File: src/rtl/apsp_pkg.sv
package apsp_pkg;

	// sample and result widths
	localparam int SAMPLE_BITS = 16;
	localparam int POWER_W     = 2 * SAMPLE_BITS;
	localparam int SUM_W       = 40;
	localparam int AVG_W       = 32;
	localparam int IDX_W       = 10;

	// configuration port
	localparam int BINS_CFG_W = 11;
	localparam int VECS_CFG_W = 9;
	localparam int CFG_W      = 11;
	localparam int CFG_IDX_W  = 1;

	localparam logic [BINS_CFG_W-1:0] BINS_RESET = 11'd1024;
	localparam logic [VECS_CFG_W-1:0] VECS_RESET = 9'd8;

	// parameter defaults
	localparam int MAX_BINS_DEF    = 1024;
	localparam int MAX_VECTORS_DEF = 256;

	typedef enum logic [CFG_IDX_W-1:0] {
		REG_BINS_IN_USE = 1'b0,
		REG_VECTORS     = 1'b1
	} cfg_reg_t;

	// position flags that travel with each word
	typedef struct packed {
		logic first_v;
		logic last_v;
		logic last_b;
	} pos_flags_t;

	// magnitude of a two's complement sample
	function automatic logic [SAMPLE_BITS-1:0] sample_mag(input logic [SAMPLE_BITS-1:0] v);
		logic [SAMPLE_BITS-1:0] r;
		r = v[SAMPLE_BITS-1] ? (~v + 1'b1) : v;
		return r;
	endfunction

endpackage

File: src/rtl/apsp_if.sv
interface apsp_in_if;
	logic                                     valid;
	logic                                     ready;
	logic signed [apsp_pkg::SAMPLE_BITS-1:0]  sample_real;
	logic signed [apsp_pkg::SAMPLE_BITS-1:0]  sample_imag;

	modport source (output valid, output sample_real, output sample_imag, input ready);
	modport sink (input valid, input sample_real, input sample_imag, output ready);
endinterface


File: src/rtl/apsp_front.sv
module apsp_front #(
	parameter int MAX_BINS    = apsp_pkg::MAX_BINS_DEF,
	parameter int MAX_VECTORS = apsp_pkg::MAX_VECTORS_DEF,
	localparam int BIN_W  = $clog2(MAX_BINS),
	localparam int BCNT_W = $clog2(MAX_BINS + 1),
	localparam int VCNT_W = $clog2(MAX_VECTORS + 1)
) (
	input  logic                           clk,
	input  logic                           arst_n,
	apsp_in_if.sink                        in_ch,
	input  logic [BCNT_W-1:0]              nb,
	input  logic [VCNT_W-1:0]              nv,
	output logic                           push_valid,
	input  logic                           push_ready,
	output logic [apsp_pkg::POWER_W-1:0]   push_power,
	output logic [BIN_W-1:0]               push_bin,
	output apsp_pkg::pos_flags_t           push_flags
);
	import apsp_pkg::*;

	localparam int VEC_W = (MAX_VECTORS > 1) ? $clog2(MAX_VECTORS) : 1;

	logic [BIN_W-1:0]         bin_q;
	logic [VEC_W-1:0]         vec_q;
	logic                     advance;
	logic                     accept;
	pos_flags_t               flags;

	logic                     v_s1;
	logic [SAMPLE_BITS-1:0]   re_s1;
	logic [SAMPLE_BITS-1:0]   im_s1;
	logic [BIN_W-1:0]         bin_s1;
	pos_flags_t               flags_s1;

	logic                     v_s2;
	logic [POWER_W-1:0]       sqr_re_s2;
	logic [POWER_W-1:0]       sqr_im_s2;
	logic [BIN_W-1:0]         bin_s2;
	pos_flags_t               flags_s2;

	// both stages move together; stall when the queue is full
	assign advance     = !v_s2 || push_ready;
	assign in_ch.ready = advance;
	assign accept      = in_ch.valid && advance;

	// classify the word by its place in the group
	always_comb begin
		flags.first_v = (vec_q == '0);
		flags.last_v  = (int'(vec_q) >= int'(nv) - 1);
		flags.last_b  = (int'(bin_q) >= int'(nb) - 1);
	end

	// advance bin and vector positions
	always_ff @(posedge clk or negedge arst_n) begin
		if (!arst_n) begin
			bin_q <= '0;
			vec_q <= '0;
		end else if (accept) begin
			if (flags.last_b) begin
				bin_q <= '0;
				vec_q <= flags.last_v ? '0 : VEC_W'(vec_q + 1'b1);
			end else begin
				bin_q <= BIN_W'(bin_q + 1'b1);
			end
		end
	end

	// stage valids
	always_ff @(posedge clk or negedge arst_n) begin
		if (!arst_n) begin
			v_s1 <= 1'b0;
			v_s2 <= 1'b0;
		end else if (advance) begin
			v_s1 <= accept;
			v_s2 <= v_s1;
		end
	end

	// magnitudes, then squares
	always_ff @(posedge clk) begin
		if (advance) begin
			re_s1     <= sample_mag(in_ch.sample_real);
			im_s1     <= sample_mag(in_ch.sample_imag);
			bin_s1    <= bin_q;
			flags_s1  <= flags;
			sqr_re_s2 <= re_s1 * re_s1;
			sqr_im_s2 <= im_s1 * im_s1;
			bin_s2    <= bin_s1;
			flags_s2  <= flags_s1;
		end
	end

	assign push_valid = v_s2;
	assign push_power = sqr_re_s2 + sqr_im_s2;
	assign push_bin   = bin_s2;
	assign push_flags = flags_s2;

endmodule

File: src/flat_wrapper.sv
// flat-port wrapper written by rule: the top's interface ports become plain ports
module apsp_front_flat import apsp_pkg::*;
#(
	parameter int MAX_BINS    = apsp_pkg::MAX_BINS_DEF,
	parameter int MAX_VECTORS = apsp_pkg::MAX_VECTORS_DEF,
	localparam int BIN_W  = $clog2(MAX_BINS),
	localparam int BCNT_W = $clog2(MAX_BINS + 1),
	localparam int VCNT_W = $clog2(MAX_VECTORS + 1)
)
  (clk, arst_n, nb, nv, push_valid, push_ready, push_power, push_bin, push_flags, in_ch_valid, in_ch_sample_real, in_ch_sample_imag, in_ch_ready);
  apsp_in_if in_ch_i ();
  input  logic clk;
  input  logic arst_n;
  input  logic [BCNT_W-1:0] nb;
  input  logic [VCNT_W-1:0] nv;
  output logic push_valid;
  input  logic push_ready;
  output logic [apsp_pkg::POWER_W-1:0] push_power;
  output logic [BIN_W-1:0] push_bin;
  output apsp_pkg::pos_flags_t push_flags;
  input wire logic [$bits(in_ch_i.valid)-1:0] in_ch_valid;
  input wire logic [$bits(in_ch_i.sample_real)-1:0] in_ch_sample_real;
  input wire logic [$bits(in_ch_i.sample_imag)-1:0] in_ch_sample_imag;
  output wire logic [$bits(in_ch_i.ready)-1:0] in_ch_ready;
  assign in_ch_i.valid = in_ch_valid;
  assign in_ch_i.sample_real = in_ch_sample_real;
  assign in_ch_i.sample_imag = in_ch_sample_imag;
  assign in_ch_ready = in_ch_i.ready;
  apsp_front #(.MAX_BINS(MAX_BINS), .MAX_VECTORS(MAX_VECTORS)) u_core (.clk(clk), .arst_n(arst_n), .in_ch(in_ch_i), .nb(nb), .nv(nv), .push_valid(push_valid), .push_ready(push_ready), .push_power(push_power), .push_bin(push_bin), .push_flags(push_flags));
endmodule
File: config.mk
export PLATFORM = sky130hd
export DESIGN_NAME = apsp_front_flat
export DESIGN_NICKNAME = d
export VERILOG_FILES = /design/src/rtl/apsp_pkg.sv /design/src/rtl/apsp_if.sv /design/src/rtl/apsp_front.sv /design/src/flat_wrapper.sv
export SDC_FILE = /design/constraint.sdc
export NUM_CORES = 1
export LEC_CHECK = 0
export BUFFER_PORTS_ARGS = -buffer_cell sky130_fd_sc_hd__buf_4
export CORE_AREA = 2 2 231 233
export DETAILED_ROUTE_END_ITERATION = 8
export DIE_AREA = 0 0 233 235
export PLACE_DENSITY = 0.54
export SYNTH_ARGS = -nofsm -noshare
export SYNTH_HDL_FRONTEND = slang
export SYNTH_SLANG_ARGS = --single-unit
File: constraint.sdc
create_clock -name clk -period 8.8 [get_ports clk]
set_clock_uncertainty 0.1 [all_clocks]
set_input_delay 0.44 -clock clk [delete_from_list [all_inputs] [get_ports clk]]
set_output_delay 0.44 -clock clk [all_outputs]
set_load 0.02 [all_outputs]
=== Word-level counts from Yosys, hierarchy flattened ===
Cells that the tools add are included.

* Magnitude comparators: 2
* Bitwise gates (word level): 2
* Add/subtract/negate cells: 7
* Multiply operators: 2
* Reduce and logical (&&, ||, !) cells: 5
* Muxes and demuxes: 4

{| class="wikitable"
|+ Operator list
! cell !! count
|-
| multiplier 16 x 16 -> 32 bit || 2
|-
| adder 16 x 1 -> 16 bit (second input constant) || 2
|-
| adder 32 bit || 1
|-
| >= comparator 11 x 32 -> 1 bit || 1
|-
| >= comparator 9 x 32 -> 1 bit || 1
|-
| NOT 16 bit || 2
|-
| 2-to-1 mux 15 bit || 2
|-
| subtractor 11 x 1 -> 12 bit (second input constant) || 1
|-
| adder 10 x 1 -> 10 bit (second input constant) || 1
|-
| 2-to-1 mux 10 bit || 1
|-
| subtractor 9 x 1 -> 10 bit (second input constant) || 1
|-
| adder 8 x 1 -> 8 bit (second input constant) || 1
|-
| zero test 8 bit || 1
|-
| 2-to-1 mux 8 bit || 1
|-
| AND reduction 2 bit || 1
|-
| logical AND 1 bit || 1
|-
| zero test 1 bit || 1
|-
| logical OR 1 bit || 1
|}

* Output and inout bits: 47
* Word-level logic and storage cells: 40
* Register bits: 142
* Input port bits: 56

=== Depth between registers and ports, before layout ===
Gate-level depths: netlist of run 1.

* Word-level depth: 4
* Mapped depth: 26
* Mapped depth without buffers: 24

=== Worst setup path before layout of run 1 ===
Ideal clock, no wire load.

* Path type: register -> register
* Start: register u_core.im_s1[4]
* End: register u_core.sqr_im_s2[29], data pin
* Cell stages (with the launch flop): 23
* Period minus slack after synthesis: 6.376 ns
* Path slack: 2.424 ns
* Setup time: 0.258 ns
* Arrival: 6.018 ns
* Path through: edfxtp_1 clkbuf_1 clkbuf_1 nand2_1 fa_1 fa_1 inv_1 fa_1 fa_1 fa_1 inv_1 fa_1 inv_1 ha_1 o21a_1 o21a_1 o21a_1 o21ai_0 a211oi_1 nor3_1 o31ai_1 a21oi_1 xnor2_1

* Cells in the longest elaborated chain, start to end: 1

{| class="wikitable"
|+ RTL lines
! element !! line !! text
|-
| start, declared || apsp_front.sv:31 || <nowiki>logic [SAMPLE_BITS-1:0] im_s1;</nowiki>
|-
| start signal, assigned || apsp_front.sv:83 || <nowiki>im_s1 <= sample_mag(in_ch.sample_imag);</nowiki>
|-
| multiplier 16 x 16 -> 32 bit || apsp_front.sv:87 || <nowiki>sqr_im_s2 <= im_s1 * im_s1;</nowiki>
|-
| end signal, assigned || apsp_front.sv:87 ||
|-
| end, declared || apsp_front.sv:37 || <nowiki>logic [POWER_W-1:0] sqr_im_s2;</nowiki>
|}

No other way between the ends.
A chain may end at the register's enable or synchronous reset.

=== Worst setup path in the final report of run 1 ===
* Start: register u_core.im_s1[5]
* End: register u_core.sqr_im_s2[29], data pin

Same word-level chain as after synthesis.

==> flow_metrics.env, run 1 <==
export IMPL_core_area_sq_um=52240
export IMPL_relSlewSlack_pct=38.83
export IMPL_rows=84
export IMPL_cp_endpoint="u_core.sqr_im_s2[29]"
export IMPL_finalCriticalPeriod_ns=7.007
export IMPL_antenna_found_initial=0
export IMPL_grt_max_degree=67
export IMPL_whs_ns=0.06108
export IMPL_end_kind="flop"
export IMPL_r2r_end="u_core.sqr_im_s2[29]"
export IMPL_hold_viol=0
export IMPL_layout_cells_most_common_list="537 x inv_1, 324 x fa_1, 259 x ha_1, 209 x nand2_1, 120 x edfxtp_1"
export IMPL_synth_area_leaders="fa_1 30%, edfxtp_1 17%, ha_1 15%"
export IMPL_htree_levels=4
export IMPL_drv_slew=0
export IMPL_grt_pass1_wl_microns=80440
export IMPL_tns_ns=0
export IMPL_drt_iter0_drc=840
export IMPL_io_buffers=102
export IMPL_die_w_microns=233
export IMPL_ys_warn_count=0
export IMPL_firstDrtPassIters=6
export IMPL_fin_nets=2983
export IMPL_tightest_slew_ns=0.9176
export IMPL_viasPerCell=5.028
export IMPL_cp_startpoint="u_core.im_s1[5]"
export IMPL_worstPathMaxFanout=17
export IMPL_grt_overflow_total=0
export IMPL_hold_class="in2reg"
export IMPL_r2r_slack_ns=1.79
export IMPL_start_util_pct=41.76
export IMPL_synth_distinct_cells=74
export IMPL_hpwl_microns=38370
export IMPL_synthArstFlopShare_pct=14.29
export IMPL_first_global_vias=16640
export IMPL_wl_per_cell_microns=15.30
export IMPL_worstPathArrival_ns=7.14
export IMPL_synth_top_area_share_pct=29.73
export IMPL_syn_nets=2910
export IMPL_clk_latency_ns=0.48
export IMPL_drc=0
export IMPL_placed_cell_area_sq_um=23250
export IMPL_tritoncts="done"
export IMPL_die_area_sq_um=54760
export IMPL_postRouteAntennaNets=0
export IMPL_mostFrequentLayoutCell="inv_1"
export IMPL_synthFlopType="edfxtp_1"
export IMPL_crit_type="reg2reg"
export IMPL_final_util_pct=45.63
export IMPL_finalSetupViolCount=0
export IMPL_cts_resized=0
export IMPL_worst_endpoint_required_ns=8.93
export IMPL_run_status="finished clean"
export IMPL_diodes=0
export IMPL_rsz0062_at_grt="false"
export IMPL_synth_edf_count=120
export IMPL_drt_wl_total_microns=46580
export IMPL_io_pin_count=103
export IMPL_period_share_pct=79.62
export IMPL_clock_sinks=140
export IMPL_multi_input_area_sq_um=15500
export IMPL_gp_congestion=0.8596
export IMPL_clock_path_buffers=2
export IMPL_drive_gt1_share_pct=7.170
export IMPL_fillCellCount=4945
export IMPL_synth_area_leader_cell="fa_1"
export IMPL_seq_area_frac_synth_pct=18.81
export IMPL_synth_seq_cells=140
export IMPL_synth_cells=2271
export IMPL_worst_setup_hold_path_clk_slew_ns=0.07
export IMPL_syn_area_per_cell_sq_um=9.606
export IMPL_netlist_area_sq_um=21810
export IMPL_die_height_microns=235
export IMPL_regArea_sq_um=4104
export IMPL_post_cts_buffers=0
export IMPL_num_vias=15310
export IMPL_max_freq_mhz=142.7
export IMPL_area_growth_pct=9.269
export IMPL_timing_rr_start="u_core.im_s1[5]"
export IMPL_start_kind="flop"
export IMPL_cts_inserted_buffers=17
export IMPL_track_usage_pct=18.41
export IMPL_finalInstanceArea_sq_um=23840
export IMPL_root_buffer="clkbuf_16"
export IMPL_reg2reg_depth=23
export IMPL_cap_violations=0
## area by class of cell
class,instances,share of cell area [%]
Multi-Input combinational cell,1544,65.03
Sequential cell,140,17.22
Inverter,537,8.456
Tap cell,688,3.611
Timing Repair Buffer,104,3.286
Clock buffer,20,1.963
Clock inverter,12,0.4357
## worst max-delay path, stage by stage (launching register included)
cell and delay (ns):
edfxtp_1 0.76, and2_1 0.27, inv_1 0.07, fa_1 0.48
inv_1 0.06, fa_1 0.50, inv_1 0.05, fa_1 0.47
inv_1 0.05, fa_1 0.50, fa_1 0.55, inv_1 0.06
fa_1 0.52, inv_1 0.04, ha_1 0.37, o21a_1 0.15
o21a_1 0.10, o21a_1 0.10, o21ai_0 0.08, a211oi_1 0.60
nor3_1 0.20, o31ai_1 0.38, a21oi_1 0.14, xnor2_1 0.13
## Yosys cell counts (all sizes together), types with 11 or more instances
library cell,count
and2,86
and3,14
o21a,12
xnor2,106
nand4,15
nor2b,21
inv,537
xor2,37
edfxtp,120
dfrtp,20
or2,11
nand3,29
nand2b,21
a211oi,12
nor3,21
ha,259
o31ai,16
nor2,76
a31oi,12
a21oi,70
or3,17
nand2,209
fa,324
a21o,42
o21ai,58
clkbuf,46
## how the worst min path moves through the flow
stage	start	end	slack, ns	depth (start not counted)
finish	in_ch_sample_real[0]	u_core.re_s1[0]	0.06	1
global placement	arst_n	u_core.vec_q[7]	0.25	1
floorplan	arst_n	u_core.bin_q[0]	0.04	0
detailed placement	arst_n	u_core.vec_q[7]	0.24	1
global route	in_ch_sample_real[0]	u_core.re_s1[0]	0.04	1
CTS	in_ch_sample_real[0]	u_core.re_s1[0]	0.03	1
## cell families (layout without fill, tap and decap cells)
family                     Yosys count  after routing  share of synthesized area (%)
and+or+nand+nor                    541            541                          12.25
xor gates and xnor gates           143            143                          5.741
AOI/OAI and AO/OA                  275            275                          8.340
adders and majority gates          583            583                          44.59
DFF                                140            140                          18.81
buffers and inverters              587            673                          10.16
muxes                                2              2                         0.1032
## per-stage QoR
stage               worst slack, ns  std cells
floorplan                     2.424       2271
global placement              1.876       3012
detailed placement            1.823       3012
CTS                           1.792       3045
global route                  1.360       3045
finish                        1.793       3045
## layer usage
metal	vias up	global-route usage, %	share of wire, %	routed length (microns)
met5	-	0	0	0
met4	0	4.613	1.5	696
met3	36	3.774	4.6	2129
met2	250	31.77	51	23620
met1	7671	23.47	43	20140
li1	7353	-	-	-
## registers in the layout, indices dropped and copies added, names as in the netlist
| signal | count |
|---|---|
| u_core.sqr_im_s2 | 31 |
| u_core.sqr_re_s2 | 31 |
| u_core.im_s1 | 16 |
| u_core.re_s1 | 16 |
| u_core.bin_q | 10 |
| u_core.bin_s1 | 10 |
| u_core.push_bin | 10 |
| u_core.vec_q | 8 |
| u_core.flags_s1 | 3 |
| u_core.push_flags | 3 |
| u_core.push_valid | 1 |
| u_core.v_s1 | 1 |
## repair_timing
action | in CTS | in global routing
hold endpoints to repair | 20 | 0
endpoints found under the setup margin | 0 | 0
hold buffers | 1 | 0
Power of run 1 is not shown: default switching activity piles up to over one toggle a cycle in this logic, so the estimate is an artifact.
==> run 2: changes to the inputs <==
==> constraint.sdc (replaced) <==
create_clock -name clk -period 6.9 [get_ports clk]
set_clock_uncertainty 0.1 [all_clocks]
set_input_delay 0.345 -clock clk [delete_from_list [all_inputs] [get_ports clk]]
set_output_delay 0.345 -clock clk [all_outputs]
set_load 0.02 [all_outputs]
==> run 2 against run 1 <==
Effect of this change: critical path depth fell by 2; maximum frequency up 6.2%; non-clock buffer count rose by 51; global-route usage shrank 0.41 points; routed wire length decreased by 0.68%; sequential share of layout area shrank 0.30 points; via count rose by 1.6%; first-iteration DRC count is 13% lower; final cell count increased by 1.7%; register-to-register slack worse by 1.5 ns; cell area increased by 1.8%; worst hold slack got worse by 0.0019 ns.
==> flow_metrics.env, run 2 (synthesized netlist as in run 1, its figures left out) <==
export IMPL_worst_setup_hold_path_clk_slew_ns=0.07
export IMPL_r2r_slack_ns=0.30
export IMPL_worstPathArrival_ns=6.72
export IMPL_min_path_cells=2
export IMPL_wl_met3_microns=2150
export IMPL_cts_inserted_buffers=17
export IMPL_r2r_end="u_core.sqr_im_s2[31]"
export IMPL_htree_levels=4
export IMPL_hold_class="in2reg"
export IMPL_max_freq_mhz=151.6
export IMPL_wl_met2_microns=22830
export IMPL_area_growth_pct=11.20
export IMPL_timing_rr_start="u_core.im_s1[12]"
export IMPL_gp_congestion=0.8791
export IMPL_core_area_sq_um=52240
export IMPL_tns_ns=0
export IMPL_crit_type="reg2reg"
export IMPL_viasPerCell=5.024
export IMPL_start_util_pct=41.76
export IMPL_period_share_pct=95.60
export IMPL_final_util_pct=46.44
export IMPL_route_top_layer_used="met4"
export IMPL_tritoncts="done"
export IMPL_first_global_vias=16380
export IMPL_grt_pass1_wl_microns=78800
export IMPL_die_height_microns=235
export IMPL_num_vias=15550
export IMPL_relSlewSlack_pct=40.36
export IMPL_wl_met1_microns=20630
export IMPL_worst_path_max_delay_cell="edfxtp_1"
export IMPL_clk_latency_ns=0.48
export IMPL_firstDrtPassIters=5
export IMPL_end_kind="flop"
export IMPL_wl_per_cell_microns=14.94
export IMPL_io_buffers=102
export IMPL_drt_wl_total_microns=46270
export IMPL_grt_overflow_total=0
export IMPL_cpMostUsedCell="fa_1"
export IMPL_crit_chain="nand2_1 > fa_1 > fa_1 > inv_1 > fa_1 > fa_1 > fa_1 > inv_1 > fa_1 > inv_1 > ha_1 > o21a_1 > o21a_1 > o21a_1 > o21ai_0 > a211oi_2 > buf_4 > o21ai_0 > a31oi_1 > a211oi_1 > xnor2_1"
export IMPL_finalCriticalPeriod_ns=6.596
export IMPL_hp_start="in_ch_sample_real[14]"
export IMPL_drive_gt1_share_pct=9.219
export IMPL_drt_iter0_drc=728
export IMPL_io_pin_count=103
export IMPL_diodes=0
export IMPL_rows=84
export IMPL_run_status="finished clean"
export IMPL_hold_viol=0
export IMPL_finalWorstSetupSlack_ns=0.3038
export IMPL_worst_endpoint_required_ns=7.02
export IMPL_mostFrequentLayoutCell="inv_1"
export IMPL_layout_cells_most_common_list="537 x inv_1, 324 x fa_1, 259 x ha_1, 209 x nand2_1, 152 x buf_4"
export IMPL_worstPathMaxFanout=12
export IMPL_reg2reg_depth=21
export IMPL_die_area_sq_um=54760
export IMPL_drc=0
export IMPL_postRouteAntennaNets=0
export IMPL_placed_cell_area_sq_um=23550
export IMPL_die_w_microns=233
export IMPL_hpwl_microns=38730
export IMPL_antenna_found_initial=0
export IMPL_clock_sinks=140
export IMPL_tightest_slew_ns=0.8946
export IMPL_start_kind="flop"
export IMPL_finalSetupViolCount=0
export IMPL_drv_slew=0
export IMPL_slowest_delay_ns=0.69
export IMPL_min_to="u_core.re_s1[15]"
export IMPL_track_usage_pct=18.00
export IMPL_grt_max_degree=65
export IMPL_rsz0062_at_grt="true"
export IMPL_clock_path_buffers=2
export IMPL_fin_nets=3034
export IMPL_finalInstanceArea_sq_um=24260
export IMPL_reg_largest_list="u_core.sqr_im_s2 x31, u_core.sqr_re_s2 x31"
export IMPL_root_buffer="clkbuf_16"
export IMPL_place_ws_ns=0.1765
export IMPL_cap_violations=0
[run 2: changes by cell type in the layout (fill, tap and decap cells not counted), moves of 2 or more]
cell,before,now
buf_4,103,152
clkinvlp_4,2,0
a211oi_1,12,10
a211oi_2,0,2
inv_6,3,5
inv_8,2,4
dlygate4sd3_1,1,3
[run 2: cell type report]
| cell class | instances | area, sq um |
|---|---|---|
| timing repair buffer | 155 | 1171 |
| clock inverter | 14 | 150.1 |
| tap | 688 | 860.8 |
| fill | 5055 | 27980 |
| sequential | 140 | 4104 |
| clock buffer | 18 | 439.2 |
| multi-input combinational | 1544 | 15520 |
| inverter | 537 | 2016 |
[run 2: routing by layer]
metal	track usage [%]	vias up
met5	0	-
met4	4.652	0
met3	3.447	44
met2	30.31	248
met1	23.71	7803
li1	-	7459
[run 2: worst max-delay path by stage]
stage                           startpoint              endpoint  slack (ns)  cells past startpoint
after global routing       u_core.im_s1[2]  u_core.sqr_im_s2[29]      -0.002                     23
after global placement     u_core.im_s1[8]  u_core.sqr_im_s2[29]        0.24                     22
after CTS                  u_core.im_s1[8]  u_core.sqr_im_s2[29]        0.16                     22
after floorplan            u_core.im_s1[4]  u_core.sqr_im_s2[29]        0.52                     22
final                     u_core.im_s1[12]  u_core.sqr_im_s2[31]        0.30                     21
after detailed placement   u_core.im_s1[8]  u_core.sqr_im_s2[29]        0.18                     22
[run 2: stage by stage]
stage | hold WS [ns] | std cells
2_1_floorplan | -0.05059 | 2271
3_3_place_gp | 0.1454 | 3051
3_5_place_dp | 0.1540 | 3051
4_1_cts | 0.01936 | 3086
5_1_grt | 0.04603 | 3096
6_report | 0.05921 | 3096
[run 2: worst max-delay path: cells and delay by family, from the launching register on]
kind,cells,cell delay (ns)
compound gates,8,1.54
buf+inv,4,0.30
xor+xnor,1,0.10
simple gates,1,0.16
fa+ha+maj,7,3.43
flops,1,0.69
[run 2: timing repair]
| item | in CTS | in global routing |
|---|---|---|
| hold buffers | 3 | 0 |
| resized for setup | 0 | 3 |
| endpoints found under the hold margin | 22 | 0 |
| setup endpoints to repair | 0 | 12 |
| setup buffers | 0 | 10 |
Power of run 2 is left out for the same reason.
