`src/rtl/apsp_fifo.sv`:
```
module apsp_fifo #(
	parameter int W     = 8,
	parameter int DEPTH = 4,
	localparam int PW   = (DEPTH > 1) ? $clog2(DEPTH) : 1,
	localparam int CW   = $clog2(DEPTH + 1)
) (
	input  logic         clk,
	input  logic         arst_n,
	input  logic         push_valid,
	output logic         push_ready,
	input  logic [W-1:0] push_data,
	output logic         pop_valid,
	input  logic         pop_ready,
	output logic [W-1:0] pop_data
);

	logic [W-1:0]  slot_q [DEPTH];
	logic [PW-1:0] wr_ptr_q;
	logic [PW-1:0] rd_ptr_q;
	logic [CW-1:0] count_q;
	logic          do_push;
	logic          do_pop;

	assign push_ready = (count_q != CW'(DEPTH));
	assign pop_valid  = (count_q != '0);
	assign pop_data   = slot_q[rd_ptr_q];
	assign do_push    = push_valid && push_ready;
	assign do_pop     = pop_valid && pop_ready;

	// advance pointers and fill count
	always_ff @(posedge clk or negedge arst_n) begin
		if (!arst_n) begin
			wr_ptr_q <= '0;
			rd_ptr_q <= '0;
			count_q  <= '0;
		end else begin
			if (do_push) begin
				wr_ptr_q <= (wr_ptr_q == PW'(DEPTH - 1)) ? '0 : PW'(wr_ptr_q + 1'b1);
			end
			if (do_pop) begin
				rd_ptr_q <= (rd_ptr_q == PW'(DEPTH - 1)) ? '0 : PW'(rd_ptr_q + 1'b1);
			end
			if (do_push && !do_pop) begin
				count_q <= CW'(count_q + 1'b1);
			end else if (do_pop && !do_push) begin
				count_q <= CW'(count_q - 1'b1);
			end
		end
	end

	// hold words
	always_ff @(posedge clk) begin
		if (do_push) begin
			slot_q[wr_ptr_q] <= push_data;
		end
	end

endmodule

```
`config.mk`:
```
export PLATFORM = sky130hd
export DESIGN_NAME = apsp_fifo
export DESIGN_NICKNAME = d
export VERILOG_FILES = /design/src/rtl/apsp_fifo.sv
export SDC_FILE = /design/constraint.sdc
export NUM_CORES = 1
export LEC_CHECK = 0
export BUFFER_PORTS_ARGS = -buffer_cell sky130_fd_sc_hd__buf_4
export CORE_MARGIN = 4
export CORE_UTILIZATION = 49
export CTS_CLUSTER_SIZE = 16
export DETAILED_ROUTE_END_ITERATION = 7
export PLACE_DENSITY = 0.75
export SLEW_MARGIN = 20
export SYNTH_ARGS = -nofsm -noshare
export SYNTH_HDL_FRONTEND = slang
export SYNTH_SLANG_ARGS = --single-unit
```
`constraint.sdc`:
```
create_clock -name clk -period 4.7 [get_ports clk]
set_clock_uncertainty 0.1 [all_clocks]
set_input_delay 0.94 -clock clk [delete_from_list [all_inputs] [get_ports clk]]
set_output_delay 0.94 -clock clk [all_outputs]
set_load 0.02 [all_outputs]
```
== Yosys cells after proc, flatten, opt, wreduce, memory -nomap -nowiden ==
Memory sizes are Yosys's and may differ from the RTL's.
Cells that the tools add are included.
Word-level totals
  output and inout port bits: 10
  word-level logic and storage cells: 25
  memories kept: 1
  RAM bits: 32
  bits in registers: 7
  bits of input ports: 12
Cells by class
  mux-type cells: 6
  eq/ne operators: 3
  reductions and logical operators: 8
  $add $sub $neg: 4
Memories
  slot_q: depth 4, bits a word 8, read ports 1, clocked after memory_dff 0, wr ports 1, line 17  | logic [W-1:0] slot_q [DEPTH];
Operator list (number)
  3-bit two-way mux: 2
  2-bit by 1-bit adder with 2-bit output, second input constant: 2
  2-bit equality test, second input constant: 2
  1-bit logical AND: 4
  2-bit two-way mux: 2
  3-bit by 1-bit adder with 3-bit output, second input constant: 1
  3-bit inequality test, second input constant: 1
  3-bit nonzero test: 1
  3-bit by 1-bit subtractor with 3-bit output, second input constant: 1
  1-bit logical NOT: 2
  1-bit two-way mux: 2
  2-bit nonzero test: 1

== Longest topological paths before layout ==
Gate-level depths: netlist of the first run.
  word-level depth: 6
  mapped depth: 8
  depth with buffers taken out: 8

== Worst setup path after synthesis of the first run ==
Ideal clock, no wire load.
  kind: in2reg
  from: input push_valid
  to: register count_q[2]
  slack: 2348 ps
  data arrival time: 2173 ps
  stages: 7
  setup time: 79 ps
  buffers on the path: 0
  data required time: 4521 ps
  cell sequence: a21boi_2 > ha_1 > inv_1 > fa_1 > xor2_1 > nor2_1 > xor2_1
On the way
  longest elaborated chain between the ends: 4
RTL lines
  start, declared: line 9  | input logic push_valid,
  1-bit logical AND *: line 27  | assign do_push = push_valid && push_ready;
  1-bit logical NOT: line 45  | end else if (do_pop && !do_push) begin
  1-bit logical AND: line 45
  2-bit nonzero test (no source line)
  end signal, assigned: line 44  | count_q <= CW'(count_q + 1'b1);
  end signal, assigned: line 46  | count_q <= CW'(count_q - 1'b1);
  end, declared: line 20  | logic [CW-1:0] count_q;
Every way passes the cells marked *; elsewhere a longest branch is shown, timed or not.
A chain may end at the register's enable or synchronous reset.

== Worst setup path after layout of the first run ==
  from: register rd_ptr_q[0]
  to: output pop_data[7]
On the way
  longest elaborated chain between the ends: 1
RTL lines
  start, declared: line 19  | logic [PW-1:0] rd_ptr_q;
  start signal, assigned: line 41  | rd_ptr_q <= (rd_ptr_q == PW'(DEPTH - 1)) ? '0 : PW'(rd_ptr_q + 1'b1);
  memory read 4 x 8 bit
  end, declared: line 14  | output logic [W-1:0] pop_data
Every way passes these cells.

==> results of run 1 <==
==> power by group through the flow <==
stage | Clock (mW) | Combinational [mW] | Sequential (mW)
2_1_floorplan | 0 | 0.333 | 0.508
3_3_place_gp | 0 | 0.415 | 0.551
3_5_place_dp | 0 | 0.432 | 0.558
4_1_cts | 0.161 | 0.432 | 0.550
5_1_grt | 0.178 | 0.466 | 0.566
6_report | 0.155 | 0.422 | 0.546
==> state kept, by name, indices dropped and copies added, names as in the netlist <==
register  count
count_q       3
slot_q       32
rd_ptr_q      2
wr_ptr_q      2
==> cells in the mapped netlist (all sizes together) <==
cell type / count
nor2: 4
a21boi: 1
mux2: 5
nand2: 2
and2: 4
fa: 1
mux4: 8
or3: 1
dfrtp: 7
edfxtp: 32
buf: 1
ha: 6
xor2: 2
xnor2: 1
clkbuf: 1
inv: 3
==> per-stage QoR <==
step                total power [mW]  cells  area, µm²  utilization [%]  worst slack [ns]
finish                          1.12    150       1850             60.2              1.84
global route                    1.21    150       1850             60.2              1.71
global placement               0.966    142       1800             58.6              2.18
detailed placement             0.990    142       1800             58.6              2.12
CTS                             1.14    150       1850             60.2              1.78
floorplan                      0.841     79       1600                -              2.35
==> metal layers <==
layer  vias to the layer above  routed length, µm  track usage (%)
li1                        357                  -                -
met1                       379                971             16.4
met2                        16               1200             20.6
met3                         2                100             5.30
met4                         0                 17             4.66
met5                         -                  0                0
==> final timing paths <==
check	startpoint	endpoint	slack, ns	cells past startpoint
worst max-delay path	rd_ptr_q[0]$_DFFE_PN0P_	pop_data[7]	1.84	2
worst min-delay path	arst_n	rd_ptr_q[1]$_DFFE_PN0P_	0.30	1
worst max register to register	count_q[2]$_DFFE_PN0P_	count_q[2]$_DFFE_PN0P_	2.52	8
worst min register to register	count_q[2]$_DFFE_PN0P_	count_q[2]$_DFFE_PN0P_	0.45	1
max in group asynchronous	arst_n	count_q[0]$_DFFE_PN0P_	4.08	1
min in group clk	count_q[2]$_DFFE_PN0P_	count_q[2]$_DFFE_PN0P_	0.45	1
==> cell type report <==
| class | instances | area [µm²] |
|---|---|---|
| fill | 249 | 1220 |
| tap | 44 | 55.1 |
| sequential | 39 | 1140 |
| multi-input combinational | 35 | 443 |
| timing repair buffer | 21 | 158 |
| clock inverter | 1 | 5.00 |
| inverter | 3 | 11.3 |
| clock buffer | 7 | 45.0 |
==> cell families (layout without fill, tap and decap cells) <==
kind of cell	count (synthesis)	after routing	synth area share (%)
buffers and inverters	5	32	1.25
DFF	39	39	71.0
muxes	13	13	15.3
adders and majority gates	7	7	5.95
and+or+nand+nor	11	11	4.15
AOI/OAI and AO/OA	1	1	0.704
xor gates and xnor gates	3	3	1.64
==> worst register-to-register path, stage by stage, from the launching register on <==
cell and delay [ns]:
dfrtp_1 0.44, or3_4 0.43, nand2_4 0.11, ha_1 0.18, inv_1 0.06, fa_1 0.37
xor2_1 0.15, nor2_1 0.12, xor2_1 0.15
==> summary.md, run 1 <==
| Metric | Value |
|---|---|
| CP Buf/Inv Count | 1 |
| Cell Area, Synth | roughly 1600 µm² |
| Total number of yosys warnings | 0 |
| IO buf count | 21 |
| DR vias | roughly 750 |
| GRT Overall Usage | between 10% and 20% |
| CP cell instances | mux4_2 -> buf_4 |
| Critical path's largest stage delay | about 0.73 ns |
| Global-route wire length before repair | 3.95 mm |
| Clock transition at the registers of the reported paths | roughly 0.1 ns |
| CP Data Arrival Time | roughly 1.8 ns |
| Die area | about 4200 µm² |
| Fin nets | around 120 |
| Largest net degree at the start of global routing | 12 |
| Sequential share of power | around 49% |
| Worst hold slack | a little under 0.3 ns |
| Area Growth Syn to Fin | 15.9% |
| CTS Buf Count | 5 |
| Critical Path RT | approximately 3.7 ns |
| Largest area contributor in the netlist | edfxtp_1 |
| RSZ-0062 raised after global routing | false |
| Setup Crit Path Kind | reg -> out |
| GR Overflow Total | 0 |
| CTS tree | built |
| Die X | roughly 65 µm |
| Register area share after synthesis | between 70 and 80% |
| Vias per cell | approximately 5.0 |
| # hold bufs at CTS | 0 |
| Routed wire per std cell | ~15 µm |
| Ports | 22 |
| Most frequent cells in the layout | edfxtp_1 (32), buf_4 (21), mux4_2 (8), dfrtp_1 (7), ha_1 (6) |
| Post-cts resize count | 0 |
| Clk sink count | 39 |
| Rows | 20 |
| Total wire length | around 2.3 mm |
| H-tree lvl count | 2 |
| Final setup violation count | 0 |
| Avg Cell Area, Syn | around 20 µm² |
| Fmax | 350 MHz |
| DRC Markers | 0 |
| Final Cycle Share | roughly 60% |
| Setup TNS | 0 ns |
| Total setup buffers inserted after CTS | 0 |
| Slowest CP cell | dfrtp_1 |
| Power per cell area | around 610 nW/µm² |
| CP delay by family, top | flip-flops |
| Most common cell after layout, fill and taps aside | edfxtp_1 |
| Starting DRT DRC Count | 13 |
| Switching share of total power | about a third |
| Clock share of power | ~14% |
| RePlAce Congestion | just over 0.7 |
| Logic pwr share | a little under two fifths |
| Vias in the first global route | between 800 and 900 |
| Final Hold Viols | 0 |
| Pre-antenna DRT Iters | 3 |
| Hold Crit Class | in -> async |
| Initial antenna violation count | 0 |
| Crit start category | register |
| Design internal power | ~0.75 mW |
| CTS root buffer | clkbuf_4 |
| Critical path capture point type | output pin |
| Peak supply drop | 0.266 mV |
| Antenna cells | 0 |
| Routed Antenna Nets | 0 |
| Worst slew pin tran | slightly below 0.6 ns |
| Tmin final | 2.86 ns |
| Synth top area cells | edfxtp_1 (60%), mux4_2 (11%), dfrtp_1 (11%) |
| Worst rel slew slack | about three fifths |
| Status | finished, final reports clean |
| Switching power total | around 0.37 mW |
| Core box area | between 3000 and 4000 µm² |
| Max capacitance violation total | 0 |
| Share of layout cells above drive strength 1 | a little over 40% |
| Initial Utilization | between 50% and 60% |
| Clock Latency Late Sink | 0.33 ns |
| Synthesized net count | between 90 and 100 |
| Crit-path max FO | 11 |
| Synth cell types | 18 |
| Die Height | between 60 and 70 µm |
| Dpl hpwl | 1.63 mm |
| Share of the synthesized area in the top cell type | 60.1% |
| Leakage | 0.694 nW |
| Clock Tree Buf Depth | 2 |
| Slew Viols, Final | 0 |
| Post-synthesis cell count | between 70 and 80 |
| #FFs+latches synth | 39 |
Power figures use the tool's default switching activity.
==> run 2, diff against run 1 <==
--- a/config.mk
+++ b/config.mk
@@ -5,12 +5,13 @@
 export SDC_FILE = /design/constraint.sdc
 export NUM_CORES = 1
 export LEC_CHECK = 0
+export ABC_AREA = 1
 export BUFFER_PORTS_ARGS = -buffer_cell sky130_fd_sc_hd__buf_4
 export CORE_MARGIN = 4
 export CORE_UTILIZATION = 49
 export CTS_CLUSTER_SIZE = 16
 export DETAILED_ROUTE_END_ITERATION = 7
-export PLACE_DENSITY = 0.75
+export PLACE_DENSITY = 0.77
 export SLEW_MARGIN = 20
 export SYNTH_ARGS = -nofsm -noshare
 export SYNTH_HDL_FRONTEND = slang
==> constraint.sdc (replaced) <==
create_clock -name clk -period 2.6 [get_ports clk]
set_clock_uncertainty 0.1 [all_clocks]
set_input_delay 0.52 -clock clk [delete_from_list [all_inputs] [get_ports clk]]
set_output_delay 0.52 -clock clk [all_outputs]
set_load 0.02 [all_outputs]
==> run 2 against run 1 <==
  * First-iteration DRC count rose to 4.4 times the previous value
  * Worst hold slack worse by 0.042 ns
  * Setup slack worse by 1.5 ns
  * Critical path depth up 2
  * Core utilization up 0.26 points
  * Synthesized area up 9.7%
==> summary.md, run 2 <==
| Metric | Value |
|---|---|
| Final setup violation count | 0 (unchanged) |
| Tmin final | around 2.2 ns |
| Total wire length | 3.00 mm (was 2.29 mm) |
| Most common cell after layout, fill and taps aside | nand2_1 (was edfxtp_1) |
| Slew Viols, Final | 0 (unchanged) |
| Hold Crit Class | in -> reg (was in -> async) |
| Slowest CP cell | dfrtp_1 (unchanged) |
| Critical Path RT | 1.98 ns (was 3.66 ns) |
| Clock Tree Buf Depth | 2 (unchanged) |
| Vias per cell | 4.94 (was 5.03) |
| Routed Antenna Nets | 0 (unchanged) |
| Power, Total | 2.32 mW (was 1.12 mW) |
| Ports | 22 (unchanged) |
| Grt met3 use | 5.42% (was 5.30%) |
| Met2 global-route usage | 26.0% (was 20.6%) |
| Fill cell count | 270 (was 249) |
| Share of the synthesized area in the top cell type | 54.8% (was 60.1%) |
| Initial antenna violation count | 0 (unchanged) |
| Post-synthesis cell count | 152 (was 79) |
| Critical path capture point type | output pin (unchanged) |
| Crit-path max FO | 11 (unchanged) |
| Clock Latency Late Sink | 0.35 ns (was 0.33 ns) |
| Fmax | 446 MHz |
| Largest area contributor in the netlist | edfxtp_1 (unchanged) |
| Setup Crit Path Kind | reg -> out (unchanged) |
| GR Util met1 | 17.3% (was 16.4%) |
| CTS Buf Count | 5 (unchanged) |
| DRC Markers | 0 (unchanged) |
| Avg Cell Area, Syn | 11.5 µm² (was 20.2 µm²) |
| DR vias | 1132 (was 754) |
| Antenna cells | 0 (unchanged) |
| CP Data Arrival Time | 1.62 ns (was 1.82 ns) |
| CP Buf/Inv Count | 2 (was 1) |
| Asr flop ratio synth | 17.9% (unchanged) |
| IO buf count | 21 (unchanged) |
| Max capacitance violation total | 0 (unchanged) |
| Post-route cell area | 2050 µm² (was 1850 µm²) |
| Peak supply drop | 0.761 mV (was 0.266 mV) |
| Cell Area, Synth | 1750 µm² (was 1600 µm²) |
| Global-route wire length before repair | 4.96 mm (was 3.95 mm) |
| Clock transition at the registers of the reported paths | 0.12 ns (was 0.10 ns) |
| Top post-synthesis cells by count | nand2_1 (37), edfxtp_1 (32), inv_1 (29) (was edfxtp_1 (32), mux4_2 (8), dfrtp_1 (7)) |
| Pre-antenna DRT Iters | 4 (was 3) |
| Synth cell types | 16 (was 18) |
| CTS tree | built (unchanged) |
| Worst slew pin tran | 0.401 ns (was 0.586 ns) |
| Register area share after synthesis | 64.8% (was 71.0%) |
| GR Overflow Total | 0 (unchanged) |
| Most frequent cells in the layout | nand2_1 (37), edfxtp_1 (32), inv_1 (29), buf_4 (27), o211ai_1 (16) (was edfxtp_1 (32), buf_4 (21), mux4_2 (8), dfrtp_1 (7), ha_1 (6)) |
| Dpl hpwl | 2.15 mm (was 1.63 mm) |
| Post-cts resize count | 0 (unchanged) |
| Clk sink count | 39 (unchanged) |
| Die Height | 67.8 µm (was 65.1 µm) |
| Post-synth EDFFs | 32 (unchanged) |
| Power per cell area | 1130 nW/µm² (was 606 nW/µm²) |
| #FFs+latches synth | 39 (unchanged) |
| Worst rel slew slack | 73.3% (was 60.9%) |
| Leakage | 0.906 nW (was 0.694 nW) |
| Fin nets | 201 (was 124) |
| Die area | 4600 µm² (was 4240 µm²) |
| Final Cycle Share | ~86% |
| Largest net degree at the start of global routing | 20 (was 12) |
| Synthesized net count | 171 (was 98) |
| Max FFs per register | 32 (unchanged) |
| Core box area | 3390 µm² (was 3080 µm²) |
| Top Usage Layer GRT | met2 (unchanged) |
| Most common cell in the netlist | nand2_1 (was edfxtp_1) |
| Total number of yosys warnings | 0 (unchanged) |
| RePlAce Congestion | 0.726 (was 0.718) |
| Worst hold slack | 0.256 ns (was 0.297 ns) |
| CP delay by family, top | flip-flops (unchanged) |
| Pre-CTS WS | 0.651 ns (was 2.12 ns) |
| H-tree lvl count | 2 (unchanged) |
| Main synth FF type | edfxtp_1 (unchanged) |
| Routed wire per std cell | 13.1 µm (was 15.2 µm) |
| Biggest registers after layout | slot_q: 32 flops, count_q: 3 flops (unchanged) |
| Total setup buffers inserted after CTS | 0 (unchanged) |
| Initial Utilization | 51.8% (was 52.0%) |
| Placed Area | 1960 µm² (was 1800 µm²) |
| Area Growth Syn to Fin | 16.8% (was 15.9%) |
| Setup TNS | 0 ns (unchanged) |
| Critical path's largest stage delay | 0.60 ns (was 0.73 ns) |
| Crit start category | register (unchanged) |
| Starting DRT DRC Count | 57 (was 13) |
| Top reg by flops | slot_q (unchanged) |
| CP cell instances | inv_1 -> o211ai_1 -> nand2_1 -> buf_4 (was mux4_2 -> buf_4) |
| GRT Overall Usage | 15.2% (was 13.1%) |
| Synth top area cells | edfxtp_1 (55%), dfrtp_1 (10%), nand2_1 (7.9%) (was edfxtp_1 (60%), mux4_2 (11%), dfrtp_1 (11%)) |
| Rows | 21 (was 20) |
| Die X | 67.8 µm (was 65.1 µm) |
| Vias in the first global route | 1096 (was 813) |
| CTS root buffer | clkbuf_4 (unchanged) |
| Share of layout cells above drive strength 1 | 21.3% (was 40.6%) |
| Final Hold Viols | 0 (unchanged) |
| Setup ws final | 0.360 ns (was 1.84 ns) |
| Status | finished, final reports clean (unchanged) |
| RSZ-0062 raised after global routing | false (unchanged) |
==> run 2: cell families after synthesis <==
| group | share of synthesized area (%) |
|---|---|
| AND/OR/NAND/NOR | 12.6 |
| flip-flops | 64.8 |
| buffers and inverters | 9.63 |
| AO/OA/AOI/OAI | 7.13 |
| adder cells (fa/ha/maj) | 5.42 |
| XOR/XNOR | 0.499 |
==> run 2: area by class of cell <==
type | count | area (µm²) | share of cell area [%]
Clock buffer | 5 | 37.5 | 1.83
Inverter | 30 | 113 | 5.49
Sequential cell | 39 | 1140 | 55.4
Tap cell | 46 | 57.6 | 2.81
Clock inverter | 3 | 43.8 | 2.14
Timing Repair Buffer | 28 | 213 | 10.4
Multi-Input combinational cell | 78 | 449 | 21.9
==> run 2: layer usage <==
metal	vias up	part of all wire, %
li1	562	-
met4	0	1.7
met2	18	52
met3	6	4.5
met5	-	0
met1	546	42
==> run 2: repair_timing <==
item                                   in CTS  in global routing
endpoints found under the hold margin       7                  0
hold buffers                                1                  0
setup endpoints to repair                   0                  0
==> run 2: power breakdown <==
part	leakage [nW]	internal, mW	switching, mW
clock	0.0452	0.202	0.201
sequential	0.378	0.838	0.0958
combinational	0.483	0.390	0.592
total	0.906	1.43	0.889
==> run 2: path summary, 6_finish.rpt <==
path	start	endpoint	slack, ns	depth (start not counted)
min reg2reg	count_q[2]$_DFFE_PN0P_	count_q[2]$_DFFE_PN0P_	0.45	2
max	rd_ptr_q[1]$_DFFE_PN0P_	pop_data[2]	0.36	4
min in group asynchronous	arst_n	count_q[0]$_DFFE_PN0P_	0.41	2
min	push_data[4]	slot_q[0][4]$_DFFE_PP_	0.26	1
max in group asynchronous	arst_n	wr_ptr_q[1]$_DFFE_PN0P_	1.87	2
max reg2reg	count_q[1]$_DFFE_PN0P_	count_q[1]$_DFFE_PN0P_	0.64	9
==> run 2: stage by stage <==
| stage | util [%] | instances |
|---|---|---|
| 3_3_place_gp | 57.8 | 220 |
| 5_1_grt | 60.5 | 229 |
| 2_1_floorplan | - | 152 |
| 6_report | 60.5 | 229 |
| 4_1_cts | 60.5 | 229 |
| 3_5_place_dp | 57.8 | 220 |
==> run 3, diff against run 2 <==
--- a/config.mk
+++ b/config.mk
@@ -5,12 +5,12 @@
 export SDC_FILE = /design/constraint.sdc
 export NUM_CORES = 1
 export LEC_CHECK = 0
-export ABC_AREA = 1
 export BUFFER_PORTS_ARGS = -buffer_cell sky130_fd_sc_hd__buf_4
 export CORE_MARGIN = 4
 export CORE_UTILIZATION = 49
 export CTS_CLUSTER_SIZE = 16
 export DETAILED_ROUTE_END_ITERATION = 7
+export GPL_ROUTABILITY_DRIVEN = 0
 export PLACE_DENSITY = 0.77
 export SLEW_MARGIN = 20
 export SYNTH_ARGS = -nofsm -noshare
==> run 3 against run 2 <==
  * Die area is 7.8% lower
  * Register-to-register slack worse by 0.20 ns
  * Sequential cell count stayed put
  * Final cell count is 34% lower
  * Setup slack worse by 0.029 ns
  * Sequential power is 5.8% higher
  * Design area is 8.9% lower
  * Combinational power is 23% lower
  * Global-route usage is 3.0 points lower
  * Power is 12% lower
  * Non-clock buffer count is 6 lower
==> summary.md, run 3 (same netlist as run 1, synthesis figures left out) <==
| Metric | Value |
|---|---|
| Status | finished, final reports clean (unchanged) |
| Rows | 20 (was 21) |
| FF-to-FF setup slack | 0.44 ns (was 0.64 ns) |
| Logic pwr share | 37.3% (was 42.4%) |
| Hold endpoint | slot_q[1][7]$_DFFE_PP_ (was slot_q[0][4]$_DFFE_PP_) |
| Top reg by flops | slot_q (unchanged) |
| GRT Overall Usage | 12.2% (was 15.2%) |
| GR Overflow Total | 0 (unchanged) |
| Hold Crit Class | in -> reg (unchanged) |
| Reg area | 1140 µm² (about the same) |
| Total setup buffers inserted after CTS | 0 (unchanged) |
| Peak supply drop | 0.558 mV (was 0.761 mV) |
| Clock transition at the registers of the reported paths | 0.11 ns (was 0.12 ns) |
| RSZ-0062 raised after global routing | false (unchanged) |
| Area Growth Syn to Fin | 16.7% (was 16.8%) |
| RR Endpoint | count_q[2]$_DFFE_PN0P_ (was count_q[1]$_DFFE_PN0P_) |
| Slew Viols, Final | 0 (unchanged) |
| RR Startpoint | count_q[2]$_DFFE_PN0P_ (was count_q[1]$_DFFE_PN0P_) |
| R2R depth | 8 (was 9) |
| Critical Path RT | 1.98 ns (about the same) |
| Routed Antenna Nets | 0 (unchanged) |
| Initial antenna violation count | 0 (unchanged) |
| Crit-path max FO | 11 (unchanged) |
| Clock Tree Buf Depth | 2 (unchanged) |
| Max capacitance violation total | 0 (unchanged) |
| Worst rel slew slack | 72.0% (was 73.3%) |
| Ports | 22 (unchanged) |
| Die area | 4240 µm² (was 4600 µm²) |
| Routed wire per std cell | 14.8 µm (was 13.1 µm) |
| Final Cycle Share | 87.3% (was 86.1%) |
| DR vias | 742 (was 1132) |
| CTS Buf Count | 5 (unchanged) |
| DRC Markers | 0 (unchanged) |
| CTS tree | built (unchanged) |
| Die Height | 65.1 µm (was 67.8 µm) |
| Antenna cells | 0 (unchanged) |
| Final setup violation count | 0 (unchanged) |
| Critical path capture point type | output pin (unchanged) |
| Switching share of total power | 33.2% (was 38.3%) |
| Core box area | 3080 µm² (was 3390 µm²) |
| Setup TNS | 0 ns (unchanged) |
| Fin nets | 125 (was 201) |
| Starting DRT DRC Count | 37 (was 57) |
| Total wire length | 2.23 mm (was 3.00 mm) |
| CTS root buffer | clkbuf_4 (unchanged) |
| Multi-input logic area | 443 µm² (was 449 µm²) |
| Worst slew pin tran | 0.420 ns (was 0.401 ns) |
| H-tree lvl count | 2 (unchanged) |
| Most frequent cells in the layout | edfxtp_1 (32), buf_4 (21), mux4_2 (8), ha_1 (6), dfrtp_1 (6) (was nand2_1 (37), edfxtp_1 (32), inv_1 (29), buf_4 (27), o211ai_1 (16)) |
| Fill cell count | 240 (was 270) |
| Initial Utilization | 52.0% (was 51.8%) |
| Crit start category | register (unchanged) |
| Share of layout cells above drive strength 1 | 43.0% (was 21.3%) |
| Fmax | 441 MHz (was 446 MHz) |
| Final Hold Viols | 0 (unchanged) |
| Hold Path Origin | push_data[7] (was push_data[4]) |
| Global-route wire length before repair | 3.65 mm (was 4.96 mm) |
| Design internal power | 1.36 mW (was 1.43 mW) |
| IO buf count | 21 (unchanged) |
| CP Data Arrival Time | 1.65 ns (was 1.62 ns) |
| Biggest registers after layout | slot_q: 32 flops, count_q: 3 flops (unchanged) |
| Die X | 65.1 µm (was 67.8 µm) |
| Clk sink count | 39 (unchanged) |
| Dpl hpwl | 1.58 mm (was 2.15 mm) |
| Switching power total | 0.675 mW (was 0.889 mW) |
| Clock Latency Late Sink | 0.34 ns (was 0.35 ns) |
| Vias per cell | 4.91 (was 4.94) |
| Leakage | 0.703 nW (was 0.906 nW) |
| Power per cell area | 1090 nW/µm² (was 1130 nW/µm²) |
| Most common cell after layout, fill and taps aside | edfxtp_1 (was nand2_1) |
| Tmin final | 2.27 ns (was 2.24 ns) |
| Sequential share of power | 48.6% (was 40.2%) |
| Clock share of power | 14.1% (was 17.4%) |
| Max FFs per register | 32 (unchanged) |
| Largest net degree at the start of global routing | 13 (was 20) |
| Pre-antenna DRT Iters | 4 (unchanged) |
| Vias in the first global route | 776 (was 1096) |
| Finished Core Util | 60.7% (was 60.5%) |
| Setup Crit Path Kind | reg -> out (unchanged) |
| Worst hold path depth | 1 (unchanged) |
[run 3: metal layers]
layer	vias up	part of all wire [%]	track usage (%)
met1	365	40	13.4
met4	0	2.1	7.77
met5	-	0	0
met3	7	5.2	4.44
li1	354	-	-
met2	16	52	20.1
[run 3: layout make-up]
type,instances,area share (%)
multi-input cells,35,23.7
well taps,44,2.95
repair buffers,22,8.98
clock buffers,5,2.01
inverters,3,0.603
flip-flops and latches,39,60.9
clock inverters,3,0.804
[run 3: through the flow]
| stage | total power [mW] | setup slack, ns | instance area, µm² | hold slack (ns) | std cells |
|---|---|---|---|---|---|
| global placement | 1.75 | 0.483 | 1800 | 0.238 | 142 |
| CTS | 2.07 | 0.0907 | 1870 | 0.257 | 151 |
| detailed placement | 1.78 | 0.442 | 1800 | 0.239 | 142 |
| finish | 2.03 | 0.331 | 1870 | 0.273 | 151 |
| floorplan | 1.52 | 0.510 | 1600 | 0.124 | 79 |
| global route | 2.18 | 0.213 | 1870 | 0.241 | 151 |
[run 3: repair_timing]
action / 4_1_cts / 5_1_grt
hold buffers: 1 / 0
endpoints found under the setup margin: 0 / 7
gates resized for setup: 0 / 1
hold endpoints to repair: 7 / 0
[run 3: how the worst max path moves through the flow]
stage                            startpoint                     end  slack, ns
finish              rd_ptr_q[0]$_DFFE_PN0P_             pop_data[0]       0.33
global placement                 push_valid  count_q[2]$_DFFE_PN0P_       0.48
CTS                 rd_ptr_q[0]$_DFFE_PN0P_             pop_data[0]       0.09
detailed placement               push_valid  count_q[2]$_DFFE_PN0P_       0.44
global route        rd_ptr_q[0]$_DFFE_PN0P_             pop_data[1]       0.21
floorplan            count_q[2]$_DFFE_PN0P_  count_q[2]$_DFFE_PN0P_       0.51
[run 3: power groups by stage]
stage	Clock [mW]	Sequential, mW	Combinational (mW)
finish	0.286	0.987	0.758
floorplan	0	0.918	0.602
global placement	0	0.996	0.756
CTS	0.300	0.992	0.776
global route	0.329	1.02	0.830
detailed placement	0	1.01	0.772
[run 3: critical path, stage by stage, from the launching register on]
cell and delay (ns):
dfrtp_2 0.58, mux4_2 0.55, buf_4 0.17
